**src/rtl/llpf_pkg.sv**
```systemverilog
package llpf_pkg;

    localparam int LIGHT_W     = 12;
    localparam int PCT_W       = 7;
    localparam int WEIGHT_W    = 16;
    localparam int Q_BITS      = 16;
    localparam int LEVEL_W     = LIGHT_W + Q_BITS;      // Q12.16
    localparam int MUL_A_W     = WEIGHT_W + 1;          // holds 65536 - w
    localparam int PROD_W      = MUL_A_W + LEVEL_W;
    localparam int PCT_NUM_W   = 19;                    // 4095 * 100 < 2^19
    localparam int CFG_IDX_W   = 2;
    localparam int CFG_DATA_W  = 16;
    localparam int S_TDATA_W   = 16;
    localparam int M_TDATA_W   = 24;

    localparam int SAMPLES_PER_AVERAGE_DEF = 16;

    localparam logic [LIGHT_W-1:0]  DARK_RESET   = 12'd2000;
    localparam logic [LIGHT_W-1:0]  BRIGHT_RESET = 12'd100;
    localparam logic [WEIGHT_W-1:0] WEIGHT_RESET = 16'd6554;
    localparam logic [LEVEL_W-1:0]  LEVEL_RESET  = 28'(1000) << Q_BITS;
    localparam logic [MUL_A_W-1:0]  WEIGHT_ONE   = 17'h1_0000;
    localparam int                  PCT_SCALE    = 100;
    localparam int                  PCT_MAX      = 100;

    // register indexes on the configuration channel
    localparam logic [CFG_IDX_W-1:0] CFG_DARK   = 2'd0;
    localparam logic [CFG_IDX_W-1:0] CFG_BRIGHT = 2'd1;
    localparam logic [CFG_IDX_W-1:0] CFG_WEIGHT = 2'd2;

    typedef enum logic [1:0] {
        MUL_NONE,
        MUL_NEW,
        MUL_OLD,
        MUL_PCT
    } mul_op_t;

    typedef struct packed {
        logic     accumulate;
        logic     div_start;
        mul_op_t  mul_op;
        logic     update_level;
        logic     zero_pct;
        logic     load_pct;
        logic     load_out;
    } llpf_cmd_t;

    typedef struct packed {
        logic block_done;
        logic div_busy;
        logic div_done;
        logic pct_skip;
        logic out_free;
    } llpf_status_t;

endpackage

```
**src/rtl/llpf_div.sv**
```systemverilog
module llpf_div #(
    parameter int DVD_W = 20,
    parameter int DVS_W = 12
) (
    input  logic             aclk,
    input  logic             aresetn,
    input  logic             start,
    input  logic [DVD_W-1:0] dividend,
    input  logic [DVS_W-1:0] divisor,
    output logic [DVD_W-1:0] quotient,
    output logic             busy,
    output logic             done
);

    localparam int CNT_W = $clog2(DVD_W + 1);

    logic [DVS_W-1:0] rem_reg;
    logic [DVD_W-1:0] quo_reg;
    logic [DVS_W-1:0] dvs_reg;
    logic [CNT_W-1:0] cnt_reg;
    logic             busy_reg;
    logic             done_reg;

    logic [DVS_W:0]   rem_shift;
    logic [DVS_W:0]   diff;
    logic             fits;

    // restoring division, one quotient bit per cycle
    always_comb begin
        rem_shift = {rem_reg, quo_reg[DVD_W-1]};
        diff      = rem_shift - {1'b0, dvs_reg};
        fits      = rem_shift >= {1'b0, dvs_reg};
    end

    always_ff @(posedge aclk) begin
        if (!aresetn) begin
            busy_reg <= 1'b0;
            done_reg <= 1'b0;
            cnt_reg  <= '0;
        end else begin
            done_reg <= 1'b0;
            if (start) begin
                busy_reg <= 1'b1;
                cnt_reg  <= '0;
            end else if (busy_reg) begin
                cnt_reg <= cnt_reg + 1'b1;
                if (cnt_reg == CNT_W'(DVD_W - 1)) begin
                    busy_reg <= 1'b0;
                    done_reg <= 1'b1;
                end
            end
        end
    end

    always_ff @(posedge aclk) begin
        if (start) begin
            rem_reg <= '0;
            quo_reg <= dividend;
            dvs_reg <= divisor;
        end else if (busy_reg) begin
            rem_reg <= fits ? diff[DVS_W-1:0] : rem_shift[DVS_W-1:0];
            quo_reg <= {quo_reg[DVD_W-2:0], fits};
        end
    end

    assign quotient = quo_reg;
    assign busy     = busy_reg;
    assign done     = done_reg;

endmodule

```
**src/rtl/llpf_datapath.sv**
```systemverilog
module llpf_datapath #(
    parameter int SAMPLES_PER_AVERAGE = llpf_pkg::SAMPLES_PER_AVERAGE_DEF
) (
    input  logic                             aclk,
    input  logic                             aresetn,
    input  logic                             cfg_valid,
    input  logic [llpf_pkg::CFG_IDX_W-1:0]   cfg_index,
    input  logic [llpf_pkg::CFG_DATA_W-1:0]  cfg_data,
    input  logic [llpf_pkg::LIGHT_W-1:0]     s_light_sample,
    input  logic                             m_tready,
    output logic                             m_tvalid,
    output logic [llpf_pkg::PCT_W-1:0]       m_light_percent,
    output logic [llpf_pkg::LIGHT_W-1:0]     m_filtered_reading,
    output logic                             m_range_error,
    input  llpf_pkg::llpf_cmd_t              cmd,
    output llpf_pkg::llpf_status_t           status
);

    import llpf_pkg::*;

    localparam int CNT_W      = $clog2(SAMPLES_PER_AVERAGE);
    localparam int SUM_W      = LIGHT_W + $clog2(SAMPLES_PER_AVERAGE);
    localparam int DVD_W      = PCT_NUM_W;
    localparam int DVS_W      = LIGHT_W;
    // mean by reciprocal: floor(sum / N) = (sum * ceil(2^S / N)) >> S, S = SUM_W + clog2(N)
    localparam int MEAN_SHIFT = SUM_W + $clog2(SAMPLES_PER_AVERAGE);
    localparam int RECIP_W    = SUM_W + 1;
    localparam int MPROD_W    = SUM_W + RECIP_W;
    localparam logic [RECIP_W-1:0] MEAN_RECIP =
        RECIP_W'(((1 << MEAN_SHIFT) + SAMPLES_PER_AVERAGE - 1) / SAMPLES_PER_AVERAGE);

    logic [LIGHT_W-1:0]  dark_reg;
    logic [LIGHT_W-1:0]  bright_reg;
    logic [WEIGHT_W-1:0] weight_reg;
    logic [SUM_W-1:0]    sum_reg;
    logic [CNT_W-1:0]    count_reg;
    logic [LIGHT_W-1:0]  mean_reg;
    logic [LEVEL_W-1:0]  level_reg;
    logic [LEVEL_W-1:0]  new_part_reg;
    logic [PROD_W-1:0]   prod_reg;
    logic [PCT_W-1:0]    pct_reg;
    logic                out_valid_reg;
    logic [PCT_W-1:0]    out_pct_reg;
    logic [LIGHT_W-1:0]  out_level_reg;
    logic                out_err_reg;

    logic [SUM_W-1:0]    sum_base;
    logic [SUM_W-1:0]    sum_plus;
    logic [MPROD_W-1:0]  mean_prod;
    logic [LIGHT_W-1:0]  level_int;
    logic [LIGHT_W-1:0]  dark_minus_level;
    logic                range_bad;
    logic [MUL_A_W-1:0]  mul_a;
    logic [LEVEL_W-1:0]  mul_b;
    logic [PROD_W-1:0]   prod_next;
    logic [DVD_W-1:0]    div_dividend;
    logic [DVS_W-1:0]    div_divisor;
    logic [DVD_W-1:0]    div_quo;
    logic                div_busy;
    logic                div_done;
    logic                out_free;

    // sum_reg keeps the finished block until the first word of the next one
    assign sum_base         = (count_reg == '0) ? '0 : sum_reg;
    assign sum_plus         = sum_base + SUM_W'(s_light_sample);
    assign mean_prod        = MPROD_W'(sum_reg) * MPROD_W'(MEAN_RECIP);
    assign level_int        = level_reg[LEVEL_W-1:Q_BITS];
    assign dark_minus_level = dark_reg - level_int;
    assign range_bad        = !(dark_reg > bright_reg);
    assign out_free         = !out_valid_reg || m_tready;

    always_comb begin
        mul_a = '0;
        mul_b = '0;
        case (cmd.mul_op)
            MUL_NEW: begin
                mul_a = {1'b0, weight_reg};
                mul_b = LEVEL_W'(mean_reg);
            end
            MUL_OLD: begin
                mul_a = WEIGHT_ONE - {1'b0, weight_reg};
                mul_b = level_reg;
            end
            MUL_PCT: begin
                mul_a = MUL_A_W'(PCT_SCALE);
                mul_b = LEVEL_W'(dark_minus_level);
            end
            default: begin
                mul_a = '0;
                mul_b = '0;
            end
        endcase
        prod_next = PROD_W'(mul_a) * PROD_W'(mul_b);
    end

    assign div_dividend = prod_reg[PCT_NUM_W-1:0];
    assign div_divisor  = dark_reg - bright_reg;

    llpf_div #(
        .DVD_W (DVD_W),
        .DVS_W (DVS_W)
    ) u_div (
        .aclk     (aclk),
        .aresetn  (aresetn),
        .start    (cmd.div_start),
        .dividend (div_dividend),
        .divisor  (div_divisor),
        .quotient (div_quo),
        .busy     (div_busy),
        .done     (div_done)
    );

    always_ff @(posedge aclk) begin
        if (!aresetn) begin
            dark_reg      <= DARK_RESET;
            bright_reg    <= BRIGHT_RESET;
            weight_reg    <= WEIGHT_RESET;
            sum_reg       <= '0;
            count_reg     <= '0;
            level_reg     <= LEVEL_RESET;
            out_valid_reg <= 1'b0;
        end else begin
            if (cfg_valid) begin
                case (cfg_index)
                    CFG_DARK:   dark_reg   <= cfg_data[LIGHT_W-1:0];
                    CFG_BRIGHT: bright_reg <= cfg_data[LIGHT_W-1:0];
                    CFG_WEIGHT: weight_reg <= cfg_data[WEIGHT_W-1:0];
                    default:    ;
                endcase
            end
            if (cmd.accumulate) begin
                sum_reg <= sum_plus;
                if (status.block_done) begin
                    count_reg <= '0;
                end else begin
                    count_reg <= count_reg + 1'b1;
                end
            end
            if (cmd.update_level) begin
                // w*mean already sits on the Q.16 grid; only the old part is truncated
                level_reg <= new_part_reg + prod_reg[LEVEL_W+Q_BITS-1:Q_BITS];
            end
            if (cmd.load_out) begin
                out_valid_reg <= 1'b1;
            end else if (m_tready) begin
                out_valid_reg <= 1'b0;
            end
        end
    end

    always_ff @(posedge aclk) begin
        mean_reg <= mean_prod[MEAN_SHIFT+LIGHT_W-1:MEAN_SHIFT];
        if (cmd.mul_op != MUL_NONE) begin
            prod_reg <= prod_next;
        end
        if (cmd.mul_op == MUL_OLD) begin
            new_part_reg <= prod_reg[LEVEL_W-1:0];
        end
        if (cmd.zero_pct) begin
            pct_reg <= '0;
        end else if (cmd.load_pct) begin
            pct_reg <= (div_quo > DVD_W'(PCT_MAX)) ? PCT_W'(PCT_MAX) : div_quo[PCT_W-1:0];
        end
        if (cmd.load_out) begin
            out_pct_reg   <= pct_reg;
            out_level_reg <= level_int;
            out_err_reg   <= range_bad;
        end
    end

    always_comb begin
        status.block_done = count_reg == CNT_W'(SAMPLES_PER_AVERAGE - 1);
        status.div_busy   = div_busy;
        status.div_done   = div_done;
        status.pct_skip   = range_bad || (level_int >= dark_reg);
        status.out_free   = out_free;
    end

    assign m_tvalid           = out_valid_reg;
    assign m_light_percent    = out_pct_reg;
    assign m_filtered_reading = out_level_reg;
    assign m_range_error      = out_err_reg;

endmodule

```
**src/rtl/llpf_ctrl.sv**
```systemverilog
module llpf_ctrl (
    input  logic                   aclk,
    input  logic                   aresetn,
    input  logic                   s_tvalid,
    output logic                   s_tready,
    output llpf_pkg::llpf_cmd_t    cmd,
    input  llpf_pkg::llpf_status_t status
);

    import llpf_pkg::*;

    typedef enum logic [3:0] {
        S_IDLE,
        S_MEAN,
        S_MUL_NEW,
        S_MUL_OLD,
        S_UPDATE,
        S_CHECK,
        S_PCT_DIV,
        S_PCT_WAIT,
        S_OUT
    } state_t;

    state_t state_reg;
    state_t state_next;

    always_comb begin
        state_next       = state_reg;
        s_tready         = 1'b0;
        cmd.accumulate   = 1'b0;
        cmd.div_start    = 1'b0;
        cmd.mul_op       = MUL_NONE;
        cmd.update_level = 1'b0;
        cmd.zero_pct     = 1'b0;
        cmd.load_pct     = 1'b0;
        cmd.load_out     = 1'b0;
        case (state_reg)
            S_IDLE: begin
                s_tready = 1'b1;
                if (s_tvalid) begin
                    cmd.accumulate = 1'b1;
                    if (status.block_done) begin
                        state_next = S_MEAN;
                    end
                end
            end
            S_MEAN: begin
                // mean register loads from the finished block sum
                state_next = S_MUL_NEW;
            end
            S_MUL_NEW: begin
                cmd.mul_op = MUL_NEW;
                state_next = S_MUL_OLD;
            end
            S_MUL_OLD: begin
                cmd.mul_op = MUL_OLD;
                state_next = S_UPDATE;
            end
            S_UPDATE: begin
                cmd.update_level = 1'b1;
                state_next       = S_CHECK;
            end
            S_CHECK: begin
                if (status.pct_skip) begin
                    cmd.zero_pct = 1'b1;
                    state_next   = S_OUT;
                end else begin
                    cmd.mul_op = MUL_PCT;
                    state_next = S_PCT_DIV;
                end
            end
            S_PCT_DIV: begin
                cmd.div_start = 1'b1;
                state_next    = S_PCT_WAIT;
            end
            S_PCT_WAIT: begin
                if (status.div_done) begin
                    cmd.load_pct = 1'b1;
                    state_next   = S_OUT;
                end
            end
            S_OUT: begin
                if (status.out_free) begin
                    cmd.load_out = 1'b1;
                    state_next   = S_IDLE;
                end
            end
            default: begin
                state_next = S_IDLE;
            end
        endcase
    end

    always_ff @(posedge aclk) begin
        if (!aresetn) begin
            state_reg <= S_IDLE;
        end else begin
            state_reg <= state_next;
        end
    end

    a_no_overwrite: assert property (@(posedge aclk) disable iff (!aresetn)
        cmd.load_out |-> status.out_free)
        else $error("result register overwritten while pending");

    a_div_idle_on_start: assert property (@(posedge aclk) disable iff (!aresetn)
        cmd.div_start |-> !status.div_busy)
        else $error("divider restarted while busy");

    a_block_starts_mean: assert property (@(posedge aclk) disable iff (!aresetn)
        (cmd.accumulate && status.block_done) |=> (state_reg == S_MEAN))
        else $error("completed block did not start the result sequence");

    a_done_not_idle: assert property (@(posedge aclk) disable iff (!aresetn)
        status.div_done |-> (state_reg == S_PCT_WAIT))
        else $error("divider finished outside the wait state");

endmodule

```
**src/rtl/light_level_percent_filter_top.sv**
```systemverilog
// Channel   Dir   Handshake            Payload
// s_        in    s_tvalid/s_tready    tdata[11:0] light_sample
// m_        out   m_tvalid/m_tready    tdata[6:0] light_percent, [18:7] filtered_reading;
//                                      tuser[0] range_error
// cfg_      in    cfg_valid/cfg_ready  cfg_index (0 dark, 1 bright, 2 weight), cfg_data
//
// While idle s_tready is high; the sample that closes a block of SAMPLES_PER_AVERAGE
// starts the result sequence: mean by reciprocal multiply, two passes through the
// shared multiplier, filter update, range check (with the percent product from the
// same multiplier), percent division start and wait on the bit-serial divider, output
// load, all with s_tready low; a failed check forces the percent to zero instead.
// Reset (aresetn low, synchronous) loads register defaults and the filter start level.
// A pending result holds in the output register; the next block waits only if it
// finishes before that word is taken. cfg_ready is always high.
module light_level_percent_filter_top #(
    parameter int SAMPLES_PER_AVERAGE = llpf_pkg::SAMPLES_PER_AVERAGE_DEF
) (
    input  logic                             aclk,
    input  logic                             aresetn,
    // input samples
    input  logic                             s_tvalid,
    output logic                             s_tready,
    input  logic [llpf_pkg::S_TDATA_W-1:0]   s_tdata,   // [11:0] light_sample
    // results
    output logic                             m_tvalid,
    input  logic                             m_tready,
    output logic [llpf_pkg::M_TDATA_W-1:0]   m_tdata,   // [6:0] light_percent, [18:7] filtered_reading
    output logic                             m_tuser,   // [0] range_error
    // register writes
    input  logic                             cfg_valid,
    output logic                             cfg_ready,
    input  logic [llpf_pkg::CFG_IDX_W-1:0]   cfg_index,
    input  logic [llpf_pkg::CFG_DATA_W-1:0]  cfg_data
);

    import llpf_pkg::*;

    llpf_cmd_t          cmd;
    llpf_status_t       status;
    logic [PCT_W-1:0]   light_percent;
    logic [LIGHT_W-1:0] filtered_reading;
    logic               range_error;

    // the user must change registers only while idle; the block does not enforce it and never stalls writes
    assign cfg_ready = 1'b1;

    llpf_ctrl u_ctrl (
        .aclk     (aclk),
        .aresetn  (aresetn),
        .s_tvalid (s_tvalid),
        .s_tready (s_tready),
        .cmd      (cmd),
        .status   (status)
    );

    llpf_datapath #(
        .SAMPLES_PER_AVERAGE (SAMPLES_PER_AVERAGE)
    ) u_datapath (
        .aclk               (aclk),
        .aresetn            (aresetn),
        .cfg_valid          (cfg_valid),
        .cfg_index          (cfg_index),
        .cfg_data           (cfg_data),
        .s_light_sample     (s_tdata[LIGHT_W-1:0]),
        .m_tready           (m_tready),
        .m_tvalid           (m_tvalid),
        .m_light_percent    (light_percent),
        .m_filtered_reading (filtered_reading),
        .m_range_error      (range_error),
        .cmd                (cmd),
        .status             (status)
    );

    // word layout: percent low, filter reading above, zero fill to three bytes
    assign m_tdata = {{(M_TDATA_W - PCT_W - LIGHT_W){1'b0}}, filtered_reading, light_percent};
    assign m_tuser = range_error;

endmodule

```
**config.mk**
```make
export PLATFORM = sky130hd
export DESIGN_NAME = light_level_percent_filter_top
export DESIGN_NICKNAME = d
export VERILOG_FILES = /design/src/rtl/llpf_pkg.sv /design/src/rtl/llpf_div.sv /design/src/rtl/llpf_datapath.sv /design/src/rtl/llpf_ctrl.sv /design/src/rtl/light_level_percent_filter_top.sv
export SDC_FILE = /design/constraint.sdc
export NUM_CORES = 2
export LEC_CHECK = 0
export ABC_AREA = 1
export ABC_CLOCK_PERIOD_IN_PS = 21700
export BUFFER_PORTS_ARGS = -buffer_cell sky130_fd_sc_hd__buf_2
export CAP_MARGIN = 30
export CORE_UTILIZATION = 54
export DETAILED_ROUTE_END_ITERATION = 8
export PLACE_DENSITY_LB_ADDON = 0.12
export SLEW_MARGIN = 20
export SYNTH_ARGS = -nofsm -noshare
export SYNTH_HDL_FRONTEND = slang
export SYNTH_SLANG_ARGS = --single-unit
```
**constraint.sdc**
```tcl
create_clock -name aclk -period 21.7 [get_ports aclk]
set_clock_uncertainty 0.1 [all_clocks]
set_input_delay 2.17 -clock aclk [delete_from_list [all_inputs] [get_ports aclk]]
set_output_delay 2.17 -clock aclk [all_outputs]
set_load 0.01 [all_outputs]
```
==> metrics.cfg <==
[die]
ios=67
die_h_um=237
rows=85
die_w_um=237
die_area_um2=56000
core_um2=54100
start_util=0.549

[run_status]
outcome=completed

[drt]
final_antenna_net_count=0
wl_met3_um=6280
initialDrtViolationCount=1906
drt-vias-per-instance=5.37
m1WireLength_um=36600
drc=0
dr.pass1.iters=5
wire_per_inst_um=18.5
num_vias=24428
wl_met2_um=38700
top_layer_used=met5
routed_wl_um=84400

[setup_path]
crit_arrival_ns=8.84
slowest_delay_ns=0.63
required_ns=21.94
cpMostUsedCell=inv_1
crit_fanout=48
endpoint_kind=register
cpMaxStageDelayCell=nand2_1
ff2ff_path_depth=30
path_buf_inv=11
critPathKind=register to register
crit_family=adder cells
critPathLaunchType=register
cp.depth=30

[synthesis]
synth_top_family_by_area=adder cells
synth_area_um2=29700
synth_edf_count=123
synth_compound_area_frac=0.0787
ys_seq_area_frac=0.212
synth_area_leader_cell=fa_1
syn_inst=3810
synth_top_flop_cell=dfxtp_1
async_flop_share=0
yosysUniqueCellTypes=53
synth-seq-cells=254
synth_area_leaders=fa_1, edfxtp_1, nand2_1
synth_fa_ha_area_frac=0.347
yosys-mux-area-fraction=0
yosysWarnings=0
synth_common_cells=nand2_1, inv_1, fa_1, nor2_1, ha_1
post-synth-top-count-cell=nand2_1
synth-simple-area-share=0.211
synthDominantCellAreaShare=0.265
synth_xor_xnor_area_share=0.0227
avgSynthCellArea_um2=7.80

[timing]
fin_crit_ns=8.60
layout_setup_ws_ns=13.10
max_freq_mhz=116
finalCritPeriodShare=0.396
finalMaxSlewViolations=0
timing.slew.headroom=0.305
rsz0062_at_grt=false
final.setup.tns_ns=0
worst_pin_slew_ns=1.04
hold_viol=0
finalSetupViolCount=0

[cts]
clk_pin_slew_ns=0.06
ctsResizeCount=0
hold_buffers=0
post_cts_buffers=0
tritoncts=yes
insertion_delay_ns=0.61
cts_num_sinks=254
cts_buffer_depth=3
cts_made_buffers=30
h-tree-depth=1
cts-root-buf=clkbuf_16

[final_layout]
layout.nets=4459
areaGrowthSynthToFinish_pct=6.63
largest_reg_flops=44
design_area_um2=31700
final_util=0.586
final_cells=4552
antenna_cells=0
layout-drive-gt1-share=0.0573

[global_routing]
overflow=0
grt_max_degree=61
antenna_found_initial=2
grt_pass1_wl_um=134000
grt_pass1_vias=23854
grt_usage=0.308

[pwr]
p_int_uw=896
vdd_drop_max_uv=72.6
comb_power_share=0.136
sw_frac_of_total=0.280
p_leak_nw=15.5
power_frac_clock=0.431
p_switching_uw=349
power.density_nw_per_um2=39.3
power_frac_seq=0.432

[placed_design]
port_buffers=56
hpwl_um=67900
placed_cell_area_um2=30600
dp_cells=4493
dp_slack_ns=13.17
place_congestion=0.981

[worst_hold_path]
hold_path.class=register to register
hold_path_depth=0

[run]
timing.max_cap.violations=0

[through the flow]
stage               total power [mW]  hold slack, ns
floorplan                      0.664           0.231
detailed placement             0.715           0.245
global placement               0.713           0.237
CTS                             1.25           0.254
finish                          1.25           0.251
global route                    1.29           0.266
[cell type report]
class                      instances  area, µm²
clock inverter                    14        176
tap                              696        871
inverter                         857       3220
sequential                       254       6320
multi-input combinational       2601      19700
fill                            5084      22400
timing repair buffer              88        566
clock buffer                      42        890
[power groups by stage]
stage	combinational [mW]	sequential, mW	clock, mW
2_1_floorplan	0.124	0.539	0
3_3_place_gp	0.165	0.548	0
3_5_place_dp	0.167	0.547	0
4_1_cts	0.168	0.538	0.544
5_1_grt	0.189	0.540	0.564
6_report	0.170	0.538	0.537
[final timing paths]
path | end | start | slack (ns)
worst max-delay path | u_datapath.prod_reg[41] | u_ctrl.state_reg[3] | 13.10
worst min-delay path | u_datapath.mean_reg[1] | u_datapath.sum_reg[5] | 0.25
worst max register to register | u_datapath.prod_reg[41] | u_ctrl.state_reg[3] | 13.10
worst min register to register | u_datapath.mean_reg[1] | u_datapath.sum_reg[5] | 0.25
[metal layers]
layer | global-route usage | up-vias
met5 | 0 | -
met4 | 0.0972 | 2
met3 | 0.0473 | 142
met2 | 0.495 | 812
met1 | 0.429 | 11804
li1 | - | 11668
[logic make-up (layout without fill, tap and decap cells)]
logic type / count (synthesis) / in the layout
buffers and inverters: 959 / 1001
and+or+nand+nor: 1520 / 1520
xor gates and xnor gates: 77 / 77
adders and majority gates: 588 / 588
AOI/OAI and AO/OA: 410 / 410
other: 2 / 6
DFF: 254 / 254
[placed cells by master, fill, tap and decap left out, types with 5 or more instances in the layout]
| cell | count |
|---|---|
| a21o_1 | 17 |
| a21oi_1 | 183 |
| a31oi_1 | 9 |
| buf_2 | 57 |
| buf_4 | 27 |
| clkbuf_16 | 32 |
| clkbuf_8 | 5 |
| clkinv_1 | 6 |
| conb_1 | 6 |
| dfxtp_1 | 131 |
| edfxtp_1 | 123 |
| fa_1 | 393 |
| ha_1 | 195 |
| inv_1 | 843 |
| inv_2 | 10 |
| nand2_1 | 868 |
| nand2_2 | 18 |
| nand3_1 | 142 |
| nand3b_1 | 11 |
| nand4_1 | 38 |
| nor2_1 | 361 |
| nor2_2 | 18 |
| nor3_1 | 30 |
| nor4_1 | 5 |
| o211ai_1 | 24 |
| o21a_1 | 5 |
| o21ai_0 | 130 |
| o21bai_1 | 17 |
| or2_2 | 11 |
| xnor2_1 | 25 |
| xor2_1 | 52 |
Power figures use the tool's default switching activity.
